## src/rtl/core/frx_pkg.sv

```systemverilog
package frx_pkg;

  // frame layout
  localparam int HEADER_BYTES = 11;
  localparam int MAX_FRAME    = 128;
  localparam int POS_W        = $clog2(MAX_FRAME + 1);

  // crc-16/modbus, reflected
  localparam logic [15:0] CRC_INIT = 16'hFFFF;
  localparam logic [15:0] CRC_POLY = 16'hA001;

  // result kinds
  localparam logic [1:0] KIND_PAYLOAD = 2'd0;
  localparam logic [1:0] KIND_ACCEPT  = 2'd1;
  localparam logic [1:0] KIND_REJECT  = 2'd2;

  // reject causes
  localparam logic [1:0] CAUSE_NONE    = 2'd0;
  localparam logic [1:0] CAUSE_VERSION = 2'd1;
  localparam logic [1:0] CAUSE_CRC     = 2'd2;

  // configuration register indexes
  localparam logic [1:0] REG_SYNC_FIRST  = 2'd0;
  localparam logic [1:0] REG_SYNC_SECOND = 2'd1;
  localparam logic [1:0] REG_VERSION     = 2'd2;
  localparam logic [1:0] REG_LIMIT       = 2'd3;

  localparam logic [6:0] LIMIT_RESET = 7'd115;

  typedef struct packed {
    logic [7:0] rx_byte;
    logic       flush;
  } frx_item_t;

  typedef struct packed {
    logic [1:0]  kind;
    logic [7:0]  payload_byte;
    logic [6:0]  payload_index;
    logic [7:0]  frame_type;
    logic [7:0]  origin_role;
    logic [7:0]  origin_group;
    logic [7:0]  target_role;
    logic [7:0]  target_group;
    logic [15:0] flow_id;
    logic [6:0]  payload_length;
    logic [1:0]  reject_cause;
  } frx_result_t;

  // one byte through the crc, bit by bit, lsb first
  function automatic logic [15:0] crc_byte(input logic [15:0] crc, input logic [7:0] b);
    logic [15:0] c;
    c = crc ^ {8'h00, b};
    for (int k = 0; k < 8; k++) begin
      c = c[0] ? ((c >> 1) ^ CRC_POLY) : (c >> 1);
    end
    return c;
  endfunction

endpackage

```

## src/rtl/core/frx_in_stage.sv

```systemverilog
module frx_in_stage (
  input  logic              clk,
  input  logic              rst_n,
  input  logic              in_valid,
  output logic              in_stall,
  input  frx_pkg::frx_item_t in_item,
  input  logic              take,
  output logic              item_valid,
  output frx_pkg::frx_item_t item
);
  import frx_pkg::*;

  logic      valid_r;
  frx_item_t item_r;
  logic      accept;

  // hold the byte until the parser takes it
  assign in_stall   = valid_r && !take;
  assign accept     = in_valid && !in_stall;
  assign item_valid = valid_r;
  assign item       = item_r;

  always_ff @(posedge clk) begin
    if (!rst_n) begin
      valid_r <= 1'b0;
    end else if (accept) begin
      valid_r <= 1'b1;
    end else if (take) begin
      valid_r <= 1'b0;
    end
  end

  // payload register
  always_ff @(posedge clk) begin
    if (accept) begin
      item_r <= in_item;
    end
  end

endmodule

```

## src/rtl/core/frx_parser.sv

```systemverilog
module frx_parser (
  input  logic                clk,
  input  logic                rst_n,
  input  logic                cfg_wr_en,
  input  logic [1:0]          cfg_index,
  input  logic [7:0]          cfg_data,
  input  logic                item_valid,
  input  frx_pkg::frx_item_t  item,
  input  logic                out_ready,
  output logic                fire,
  output logic                emit,
  output frx_pkg::frx_result_t res
);
  import frx_pkg::*;

  localparam logic [POS_W-1:0] OFS_SYNC2   = POS_W'(1);
  localparam logic [POS_W-1:0] OFS_VERSION = POS_W'(2);
  localparam logic [POS_W-1:0] OFS_TYPE    = POS_W'(3);
  localparam logic [POS_W-1:0] OFS_SROLE   = POS_W'(4);
  localparam logic [POS_W-1:0] OFS_SGROUP  = POS_W'(5);
  localparam logic [POS_W-1:0] OFS_DROLE   = POS_W'(6);
  localparam logic [POS_W-1:0] OFS_DGROUP  = POS_W'(7);
  localparam logic [POS_W-1:0] OFS_FLOW_LO = POS_W'(8);
  localparam logic [POS_W-1:0] OFS_FLOW_HI = POS_W'(9);
  localparam logic [POS_W-1:0] OFS_LENGTH  = POS_W'(10);
  localparam logic [POS_W-1:0] POS_HEADER  = POS_W'(HEADER_BYTES);
  localparam logic [POS_W-1:0] POS_MAX     = POS_W'(MAX_FRAME);

  // configuration
  logic [7:0] sync_first_r, sync_second_r, exp_version_r;
  logic [6:0] limit_r;

  // frame state
  logic [POS_W-1:0] pos_r, pos_nxt;
  logic [15:0]      crc_r, crc_nxt;
  logic [7:0]       version_r, version_nxt;
  logic [7:0]       type_r, type_nxt;
  logic [7:0]       srole_r, srole_nxt;
  logic [7:0]       sgroup_r, sgroup_nxt;
  logic [7:0]       drole_r, drole_nxt;
  logic [7:0]       dgroup_r, dgroup_nxt;
  logic [15:0]      flow_r, flow_nxt;
  logic [6:0]       len_r, len_nxt;
  logic [7:0]       crc_lo_r, crc_lo_nxt;

  logic [7:0]       b;
  logic [15:0]      crc_upd, crc_start;
  logic [POS_W:0]   pay_end;
  logic [POS_W-1:0] pos_inc, pay_ofs;
  logic [15:0]      crc_got;

  assign fire      = item_valid && out_ready;
  assign b         = item.rx_byte;
  assign crc_upd   = crc_byte(crc_r, b);
  assign crc_start = crc_byte(CRC_INIT, b);
  assign pay_end   = (POS_W+1)'(HEADER_BYTES) + (POS_W+1)'(len_r);
  assign pos_inc   = pos_r + POS_W'(1);
  assign pay_ofs   = pos_r - POS_HEADER;
  assign crc_got   = {b, crc_lo_r};

  // per-byte framing decision
  always_comb begin
    pos_nxt     = pos_r;
    crc_nxt     = crc_r;
    version_nxt = version_r;
    type_nxt    = type_r;
    srole_nxt   = srole_r;
    sgroup_nxt  = sgroup_r;
    drole_nxt   = drole_r;
    dgroup_nxt  = dgroup_r;
    flow_nxt    = flow_r;
    len_nxt     = len_r;
    crc_lo_nxt  = crc_lo_r;
    emit        = 1'b0;

    res                = '0;
    res.frame_type     = type_r;
    res.origin_role    = srole_r;
    res.origin_group   = sgroup_r;
    res.target_role    = drole_r;
    res.target_group   = dgroup_r;
    res.flow_id        = flow_r;
    res.payload_length = len_r;

    priority if (item.flush) begin
      pos_nxt = '0;
      crc_nxt = CRC_INIT;
    end else if (pos_r == '0) begin
      // hunting for the first sync byte
      if (b == sync_first_r) begin
        pos_nxt = OFS_SYNC2;
        crc_nxt = crc_start;
      end
    end else if (pos_r == OFS_SYNC2) begin
      // second sync wins over a repeated first sync
      priority if (b == sync_second_r) begin
        pos_nxt = OFS_VERSION;
        crc_nxt = crc_upd;
      end else if (b == sync_first_r) begin
        crc_nxt = crc_start;
      end else begin
        pos_nxt = '0;
        crc_nxt = CRC_INIT;
      end
    end else if (pos_r >= POS_MAX) begin
      // overlong frame, dropped silently
      pos_nxt = '0;
      crc_nxt = CRC_INIT;
    end else if (pos_r < POS_HEADER) begin
      // header capture
      crc_nxt = crc_upd;
      pos_nxt = pos_inc;
      if (pos_r == OFS_VERSION) version_nxt = b;
      if (pos_r == OFS_TYPE)    type_nxt    = b;
      if (pos_r == OFS_SROLE)   srole_nxt   = b;
      if (pos_r == OFS_SGROUP)  sgroup_nxt  = b;
      if (pos_r == OFS_DROLE)   drole_nxt   = b;
      if (pos_r == OFS_DGROUP)  dgroup_nxt  = b;
      if (pos_r == OFS_FLOW_LO) flow_nxt    = {flow_r[15:8], b};
      if (pos_r == OFS_FLOW_HI) flow_nxt    = {b, flow_r[7:0]};
      if (pos_r == OFS_LENGTH) begin
        len_nxt = b[6:0];
        if (b > {1'b0, limit_r}) begin
          pos_nxt = '0;
          crc_nxt = CRC_INIT;
        end
      end
    end else if ({1'b0, pos_r} < pay_end) begin
      // payload byte goes straight out
      crc_nxt           = crc_upd;
      pos_nxt           = pos_inc;
      emit              = 1'b1;
      res.kind          = KIND_PAYLOAD;
      res.payload_byte  = b;
      res.payload_index = pay_ofs[6:0];
    end else if ({1'b0, pos_r} == pay_end) begin
      crc_lo_nxt = b;
      pos_nxt    = pos_inc;
    end else begin
      // high crc byte: verdict
      emit = 1'b1;
      priority if (version_r != exp_version_r) begin
        res.kind         = KIND_REJECT;
        res.reject_cause = CAUSE_VERSION;
      end else if (crc_got != crc_r) begin
        res.kind         = KIND_REJECT;
        res.reject_cause = CAUSE_CRC;
      end else begin
        res.kind         = KIND_ACCEPT;
        res.reject_cause = CAUSE_NONE;
      end
      pos_nxt = '0;
      crc_nxt = CRC_INIT;
    end
  end

  // configuration registers
  always_ff @(posedge clk) begin
    if (!rst_n) begin
      sync_first_r  <= 8'h00;
      sync_second_r <= 8'h00;
      exp_version_r <= 8'h00;
      limit_r       <= LIMIT_RESET;
    end else if (cfg_wr_en) begin
      unique case (cfg_index)
        REG_SYNC_FIRST:  sync_first_r  <= cfg_data;
        REG_SYNC_SECOND: sync_second_r <= cfg_data;
        REG_VERSION:     exp_version_r <= cfg_data;
        REG_LIMIT:       limit_r       <= cfg_data[6:0];
      endcase
    end
  end

  // frame state registers
  always_ff @(posedge clk) begin
    if (!rst_n) begin
      pos_r     <= '0;
      crc_r     <= CRC_INIT;
      version_r <= 8'h00;
      type_r    <= 8'h00;
      srole_r   <= 8'h00;
      sgroup_r  <= 8'h00;
      drole_r   <= 8'h00;
      dgroup_r  <= 8'h00;
      flow_r    <= 16'h0000;
      len_r     <= 7'h00;
      crc_lo_r  <= 8'h00;
    end else if (fire) begin
      pos_r     <= pos_nxt;
      crc_r     <= crc_nxt;
      version_r <= version_nxt;
      type_r    <= type_nxt;
      srole_r   <= srole_nxt;
      sgroup_r  <= sgroup_nxt;
      drole_r   <= drole_nxt;
      dgroup_r  <= dgroup_nxt;
      flow_r    <= flow_nxt;
      len_r     <= len_nxt;
      crc_lo_r  <= crc_lo_nxt;
    end
  end

`ifndef SYNTHESIS
  // position never runs past the frame limit
  a_pos_bound: assert property (@(posedge clk) disable iff (!rst_n)
    pos_r <= POS_MAX)
    else $error("frame position beyond limit");

  // hunting always starts from a fresh crc
  a_crc_idle: assert property (@(posedge clk) disable iff (!rst_n)
    pos_r == '0 |-> crc_r == CRC_INIT)
    else $error("crc not reset while hunting");

  // a verdict closes the frame
  a_verdict_restart: assert property (@(posedge clk) disable iff (!rst_n)
    fire && emit && res.kind != KIND_PAYLOAD |=> pos_r == '0)
    else $error("no restart after verdict");

  // payload transfers only come from the payload section
  a_payload_pos: assert property (@(posedge clk) disable iff (!rst_n)
    fire && emit && res.kind == KIND_PAYLOAD |-> pos_r >= POS_HEADER)
    else $error("payload emitted inside header");
`endif

endmodule

```

## src/rtl/core/frx_out_stage.sv

```systemverilog
module frx_out_stage (
  input  logic                 clk,
  input  logic                 rst_n,
  input  logic                 load,
  input  frx_pkg::frx_result_t res,
  output logic                 ready,
  output logic                 out_valid,
  input  logic                 out_stall,
  output frx_pkg::frx_result_t out_res
);
  import frx_pkg::*;

  logic        valid_r;
  frx_result_t res_r;

  // room when empty or when the held result leaves this cycle
  assign ready     = !valid_r || !out_stall;
  assign out_valid = valid_r;
  assign out_res   = res_r;

  always_ff @(posedge clk) begin
    if (!rst_n) begin
      valid_r <= 1'b0;
    end else if (load) begin
      valid_r <= 1'b1;
    end else if (!out_stall) begin
      valid_r <= 1'b0;
    end
  end

  // result register
  always_ff @(posedge clk) begin
    if (load) begin
      res_r <= res;
    end
  end

endmodule

```

## src/rtl/core/framed_packet_receiver_crc16_unit.sv

```systemverilog
// Byte-serial frame receiver with CRC-16/MODBUS checking. Bytes enter through an input
// register and are parsed one per cycle while the result register has room: sync hunt,
// 11-byte header, payload bytes forwarded as payload transfers, then one accepted/rejected
// verdict after the little-endian CRC. Sustained rate is one byte per clock while out_stall
// stays low; a byte that produces a result passes the input register and then the result
// register before it shows on the out_ port. The per-cycle path is the eight-bit unrolled
// CRC update feeding the frame state registers. A stalled output holds one result while the
// next byte waits in the input register. Write configuration only while no byte or result
// is held in the block; no clearing pass is needed after reset.
module framed_packet_receiver_crc16_unit (
  input  logic        clk,
  input  logic        rst_n,
  input  logic        cfg_wr_en,
  input  logic [1:0]  cfg_index,
  input  logic [7:0]  cfg_data,
  input  logic        in_valid,
  output logic        in_stall,
  input  logic [7:0]  in_rx_byte,
  input  logic        in_flush,
  output logic        out_valid,
  input  logic        out_stall,
  output logic [1:0]  out_kind,
  output logic [7:0]  out_payload_byte,
  output logic [6:0]  out_payload_index,
  output logic [7:0]  out_frame_type,
  output logic [7:0]  out_origin_role,
  output logic [7:0]  out_origin_group,
  output logic [7:0]  out_target_role,
  output logic [7:0]  out_target_group,
  output logic [15:0] out_flow_id,
  output logic [6:0]  out_payload_length,
  output logic [1:0]  out_reject_cause
);
  import frx_pkg::*;

  frx_item_t   in_item, item;
  logic        item_valid;
  logic        fire, emit, out_ready;
  frx_result_t res, out_res;

  assign in_item.rx_byte = in_rx_byte;
  assign in_item.flush   = in_flush;

  // input register
  frx_in_stage u_in (
    .clk        (clk),
    .rst_n      (rst_n),
    .in_valid   (in_valid),
    .in_stall   (in_stall),
    .in_item    (in_item),
    .take       (fire),
    .item_valid (item_valid),
    .item       (item)
  );

  // framing, header capture and crc check
  frx_parser u_parser (
    .clk        (clk),
    .rst_n      (rst_n),
    .cfg_wr_en  (cfg_wr_en),
    .cfg_index  (cfg_index),
    .cfg_data   (cfg_data),
    .item_valid (item_valid),
    .item       (item),
    .out_ready  (out_ready),
    .fire       (fire),
    .emit       (emit),
    .res        (res)
  );

  // result register
  frx_out_stage u_out (
    .clk       (clk),
    .rst_n     (rst_n),
    .load      (fire && emit),
    .res       (res),
    .ready     (out_ready),
    .out_valid (out_valid),
    .out_stall (out_stall),
    .out_res   (out_res)
  );

  assign out_kind           = out_res.kind;
  assign out_payload_byte   = out_res.payload_byte;
  assign out_payload_index  = out_res.payload_index;
  assign out_frame_type     = out_res.frame_type;
  assign out_origin_role    = out_res.origin_role;
  assign out_origin_group   = out_res.origin_group;
  assign out_target_role    = out_res.target_role;
  assign out_target_group   = out_res.target_group;
  assign out_flow_id        = out_res.flow_id;
  assign out_payload_length = out_res.payload_length;
  assign out_reject_cause   = out_res.reject_cause;

endmodule

```

## config.mk

```make
export PLATFORM = sky130hd
export DESIGN_NAME = framed_packet_receiver_crc16_unit
export DESIGN_NICKNAME = d
export VERILOG_FILES = /design/src/rtl/core/frx_pkg.sv /design/src/rtl/core/frx_in_stage.sv /design/src/rtl/core/frx_parser.sv /design/src/rtl/core/frx_out_stage.sv /design/src/rtl/core/framed_packet_receiver_crc16_unit.sv
export SDC_FILE = /design/constraint.sdc
export NUM_CORES = 1
export LEC_CHECK = 0
export ABC_AREA = 1
export ABC_CLOCK_PERIOD_IN_PS = 12350
export BUFFER_PORTS_ARGS = -buffer_cell sky130_fd_sc_hd__buf_2
export CORE_AREA = 2 2 147 149
export CTS_CLUSTER_DIAMETER = 150
export DETAILED_ROUTE_END_ITERATION = 16
export DIE_AREA = 0 0 149 151
export PLACE_DENSITY = 0.69
export SETUP_SLACK_MARGIN = 0.02
export SYNTH_ARGS = -nofsm -noshare
export SYNTH_HDL_FRONTEND = slang
export SYNTH_SLANG_ARGS = --single-unit
export TNS_END_PERCENT = 50
```

## constraint.sdc

```tcl
create_clock -name clk -period 12.35 [get_ports clk]
set_input_delay 1.8525 -clock clk [delete_from_list [all_inputs] [get_ports clk]]
set_output_delay 1.8525 -clock clk [all_outputs]
set_load 0.02 [all_outputs]
```

# Word-level counts from Yosys, hierarchy flattened
# Cells that the tools add are included.
[totals]
regBits = 227
latch_bits = 0
ram_bits = 0
romBits = 0
output_inout_bits = 84
n_memories = 0
[op_classes]
add_sub_neg = 3
mul = 0
div_mod_pow = 0
magnitude_cmp = 4
eq_ne = 22
n_shift = 0
n_mux = 57
bitwise = 25
n_reduce_logical = 31
[ops]
columns = ["cell", "n"]
rows = [
  ["16-bit 2-to-1 mux", 29],
  ["8-bit 2-to-1 mux", 13],
  ["7-bit AND reduction", 8],
  ["2-bit inverter with 3-bit output", 16],
  ["8-bit by 3-bit == test with 1-bit output (second input constant)", 4],
  ["8-bit by 4-bit == test with 1-bit output (second input constant)", 3],
  ["8-bit == test", 3],
  ["8-bit by 2-bit == test with 1-bit output (second input constant)", 2],
  ["16-bit inequality test", 1],
  ["8-bit inverter with 16-bit output", 1],
  ["8-bit AND reduction", 2],
  ["16-bit by 8-bit XOR with 16-bit output", 1],
  ["1-bit 2-to-1 mux", 12],
  ["4-bit by 7-bit adder with 8-bit output (first input constant)", 1],
  ["8-bit by 1-bit adder with 8-bit output (second input constant)", 1],
  ["8-bit by 1-bit == test with 1-bit output (second input constant)", 1],
  ["8-bit greater-or-equal comparator (second input constant)", 1],
  ["8-bit by 7-bit > comparator with 1-bit output", 1],
  ["8-bit zero test", 1],
  ["8-bit by 4-bit less-than comparator with 1-bit output (second input constant)", 1],
  ["8-bit less-than comparator", 1],
  ["8-bit inequality test", 1],
  ["2-bit AND reduction", 4],
  ["8-bit OR reduction", 1],
  ["17 further kinds", 33],
]

# Logic depth before layout (Yosys ltp)
[logic_depth]
ltp_word = 24
mapped_depth = 19
depth_no_buf = 18

# Hierarchy
# A second synthesis with hierarchy kept.
[hier_totals]
hier_cells = 1028
area_unflattened_um2 = 9749.4
[modules_own_cells]
columns = ["module", "instances", "cells_per_inst", "area_each_um2", "seq_area_each_um2"]
rows = [
  ["frx_parser", 1, 922, 6916.6, 2682.6],
  ["frx_out_stage", 1, 87, 2504.9, 2482.4],
  ["frx_in_stage", 1, 17, 320.3, 290.3],
  ["framed_packet_receiver_crc16_unit", 1, 2, 7.5, 0.0],
]

# Worst setup path before layout
# OpenSTA, ideal clock, no wires.
[synth_path]
kind = "input -> register"
from = "in out_stall"
to = "reg u_out.res_r (netlist bit u_out.out_res[0]) (enable)"
setup_time_ns = 0.525
t_arrival_ns = 5.906
slack_ns = 5.919
cell_stages = 7
path_buffers = 0
cell_sequence = "nand2_1 inv_1 nor2_1 inv_2 nor2_2 nand4_4 nor2_1"
[synth_between]
elab_chain_cells = 4
[synth_rtl]
columns = ["item", "line", "source"]
rows = [
  ["start, declared", "framed_packet_receiver_crc16_unit.sv:21", "input logic out_stall,"],
  ["1-bit zero test", "frx_out_stage.sv:17", "assign ready = !valid_r || !out_stall;"],
  ["1-bit logical OR", "frx_out_stage.sv:17", ""],
  ["1-bit logical AND", "frx_parser.sv:52", "assign fire = item_valid && out_ready;"],
  ["1-bit logical AND", "framed_packet_receiver_crc16_unit.sv:75", ".load (fire && emit),"],
  ["net u_out.load", "frx_out_stage.sv:4", "input logic load,"],
  ["end signal, assigned", "frx_out_stage.sv:34", "res_r <= res;"],
  ["end, declared", "frx_out_stage.sv:14", "frx_result_t res_r;"],
]
# The timed path passes the listed nets, and every way through them passes these cells.
# A chain may end at the register's enable or synchronous reset.

# Final worst setup path
[layout_path]
from = "in out_stall"
to = "out in_stall"
[layout_between]
elab_chain_cells = 5
[layout_rtl]
columns = ["item", "line", "source"]
rows = [
  ["1-bit zero test", "frx_out_stage.sv:17", ""],
  ["1-bit logical OR", "frx_out_stage.sv:17", ""],
  ["1-bit logical AND", "frx_parser.sv:52", ""],
  ["1-bit zero test", "frx_in_stage.sv:18", "assign in_stall = valid_r && !take;"],
  ["1-bit logical AND", "frx_in_stage.sv:18", ""],
  ["end, declared", "framed_packet_receiver_crc16_unit.sv:17", "output logic in_stall,"],
]
# Every way passes these cells.

==> results.sh <==
export IMPL_avgSynthCellArea_sq_um=8.804
export IMPL_critPathSlowestCell="buf_2"
export IMPL_setup_violations=0
export IMPL_port_buffers=107
export IMPL_status="complete, no violations"
export IMPL_start_kind="input port"
export IMPL_nFillCells=1936
export IMPL_ioPinCount=108
export IMPL_slew_violations=0
export IMPL_worst_slew_pin_slew_ns=1.056
export IMPL_clockRootBuffer="clkbuf_16"
export IMPL_pre_cts_slack_ns=8.222
export IMPL_die_h_um=151
export IMPL_crit_fanout=2
export IMPL_p_clk_share_pct=42.8
export IMPL_crit_buf_inv=2
export IMPL_row_count=53
export IMPL_drt_pre_antenna_iters=5
export IMPL_finalCriticalPeriod_ns=4.123
export IMPL_crit_family="buffers and inverters"
export IMPL_tns_ns=0
export IMPL_track_usage_pct=20.69
export IMPL_final_layout_size_suffix_gt1_share_pct=16.55
export IMPL_clk_latency_ns=0.51
export IMPL_cts_setup_buffers=0
export IMPL_drc_errors=0
export IMPL_crit_top_cell="buf_2"
export IMPL_async_reset_ff_share_pct=0
export IMPL_drt_first_iter_violations=521
export IMPL_clock_sink_count=227
export IMPL_grt_pass1_vias=7074
export IMPL_hold_viol=0
export IMPL_path_clk_slew_ns=0.06
export IMPL_synth_cell_types=46
export IMPL_max_freq_mhz=242.5
export IMPL_gp_congestion=0.8851
export IMPL_power_frac_seq_pct=49.6
export IMPL_p_switching_w=0.0003741
export IMPL_die_width_um=149
export IMPL_h_tree_depth=1
export IMPL_syn_inst=1169
export IMPL_cp_slowest_stage_delay_ns=0.18
export IMPL_synth_nets=1213
export IMPL_leakage_nw=5.089
export IMPL_grt_start_max_net_pins=115
export IMPL_maxCapViolCount=0
export IMPL_synth_fa_ha_area_share_pct=2.431
export IMPL_crit_path_end_kind="primary output"
export IMPL_synth_top_family_by_area="simple AND/OR/NAND/NOR gates"
export IMPL_worst_slack_ns=8.227
export IMPL_synth_edff_count=91
export IMPL_period_share_pct=33.39
export IMPL_layout_commonest_cell="nand2_1"
export IMPL_synth_ff_type="dfxtp_1"
export IMPL_initial_utilization_pct=49.43
export IMPL_syn_to_final_growth_pct=13.83
export IMPL_nNetsFinal=1308
export IMPL_synthXorXnorAreaFrac_pct=4.583
export IMPL_internal_power_w=0.001226
export IMPL_final_cell_mix="nand2_1, dfxtp_1, inv_1"
export IMPL_cts_hold_buf=0
export IMPL_peakVddDrop_mv=0.1162
export IMPL_core_sq_mm=0.02082
export IMPL_synth_compound_area_share_pct=12.61
export IMPL_cts_buffer_depth=3
export IMPL_ys_seq_area_share_pct=53.00
export IMPL_syn_area_sq_mm=0.01029
export IMPL_rsz0062_at_grt="false"
export IMPL_dp_hpwl_um=15360
export IMPL_p_per_area_mw_per_mm2=136.6
export IMPL_grt_overflow=0
export IMPL_combPwrFrac_pct=7.6
export IMPL_drt_wirelength_per_cell_um=14.91
export IMPL_vias=7915
export IMPL_relSlewSlack_pct=27.79
export IMPL_antenna_found_initial=0
export IMPL_drt_total_wl_um=23210
export IMPL_crit_chain="buf_2 -> nand2_1 -> nor2_1 -> buf_2"
export IMPL_synthMuxAreaShare_pct=0
export IMPL_hold_path_class="reg2reg"
export IMPL_cts_made_buffers=23
export IMPL_antennaDiodeCount=0
export IMPL_via_per_inst=5.087
export IMPL_drtAntennaViolNets=0
export IMPL_cp_data_required_time_ns=10.50
export IMPL_skew_ns=0.009839
export IMPL_grt_pass1_wl_um=36920
export IMPL_synth_warnings=0
export IMPL_ctsResizeCount=0
export IMPL_timing_hold_ws_ns=0.4274
export IMPL_cts_tree="done"
export IMPL_critical_path_class="in2out"
export IMPL_ys_ff_latch=227
export IMPL_power_share_switching_pct=23.38
export IMPL_yosys_area_share_simple_pct=19.61
export IMPL_die_area_sq_mm=0.02250
export IMPL_arrival_ns=2.27
-- state kept, by name, summed over array words and instances, names as in the netlist, 8 cells and up --
signal	cells
u_parser.srole_r	8
u_parser.dgroup_r	8
u_parser.sync_second_r	8
u_in.item	9
u_parser.sync_first_r	8
u_parser.version_r	8
u_parser.flow_r	16
u_parser.pos_r	8
u_parser.sgroup_r	8
u_parser.crc_r	16
u_parser.type_r	8
u_parser.exp_version_r	8
u_parser.crc_lo_r	8
u_out.out_res	82
u_parser.drole_r	8
-- synth_stat cells, drive strengths merged, types with 2 or more instances --
cell    count  area (sq um)
and3        2         12.51
o21ai     124         650.6
a21oi      97         496.7
o211ai      8         60.06
or2         8         50.04
nor2      125         559.3
xnor2      24         210.2
clkbuf     13         48.80
xor2       29         261.5
nor4        2         27.53
edfxtp     91          2733
nand2     239         932.1
nand3      47         270.3
clkinv      2         7.510
dfxtp     136          2723
ha         20         250.2
nor3       10         50.05
buf        33         227.7
inv       136         515.5
a211oi      8         75.08
nand4      12         108.9
-- kinds of logic (layout without fill, tap and decap cells) --
kind of cell	Yosys count	in the layout
buffers and inverters	184	296
XOR/XNOR	53	53
AO/OA/AOI/OAI	239	239
flip-flops	227	227
AND/OR/NAND/NOR	446	446
adder cells (fa/ha/maj)	20	20
-- metal layers --
metal / track usage [%] / share of wire, % / vias to the layer above
met5: 0 / 0 / -
met4: 4.857 / 1.6 / 0
met3: 2.861 / 6.2 / 28
met2: 34.31 / 47 / 229
met1: 28.91 / 46 / 3639
li1: - / - / 4019
-- stage by stage --
step	cell area (sq um)	total power (W)	utilization, %	cells
2_1_floorplan	10290	0.0008987	-	1169
3_3_place_gp	10970	0.0009283	52.69	1514
3_5_place_dp	10970	0.0009305	52.69	1514
4_1_cts	11720	0.001609	56.27	1556
5_1_grt	11720	0.001659	56.27	1556
6_report	11720	0.001600	56.27	1556
-- power by group through the flow --
| stage | combinational [W] | sequential, W | clock, W |
|---|---|---|---|
| floorplan | 0.0000915 | 0.000807 | 0 |
| global placement | 0.000118 | 0.000810 | 0 |
| detailed placement | 0.000120 | 0.000810 | 0 |
| CTS | 0.000121 | 0.000794 | 0.000694 |
| global route | 0.000136 | 0.000795 | 0.000728 |
| finish | 0.000122 | 0.000794 | 0.000684 |
-- worst reg2reg max path, cell delays in order (launching register included) --
cell and delay, ns:
dfxtp_1 0.39, inv_1 0.09, ha_1 0.22, o21ai_0 0.27, nand3_1 0.13, xor2_1 0.16
ha_1 0.29, nand2_1 0.08, nor2_1 0.05, nor3_1 0.14, nand2_1 0.16, nand2_1 0.23
inv_1 0.11, nor2_4 0.10, buf_4 0.74
-- final cells by class --
type                       instances  area (sq um)  area share (%)
multi-input combinational        758          4045           34.53
tap                              275         344.1           2.937
clock inverter                    11         110.1          0.9398
sequential                       227          5455           46.56
clock buffer                      31         635.6           5.425
inverter                         138         523.0           4.464
timing repair buffer             116         603.1           5.147
-- path summary, 6_finish.rpt --
check	cells after the start	startpoint	slack, ns	end
max	4	out_stall	8.23	in_stall
min	0	u_parser.dgroup_r[2]	0.43	u_out.out_res[27]
max reg2reg	14	u_parser.len_r[0]	8.71	u_out.out_res[57]
min reg2reg	0	u_parser.dgroup_r[2]	0.43	u_out.out_res[27]
(Power assumes the default switching activity.)
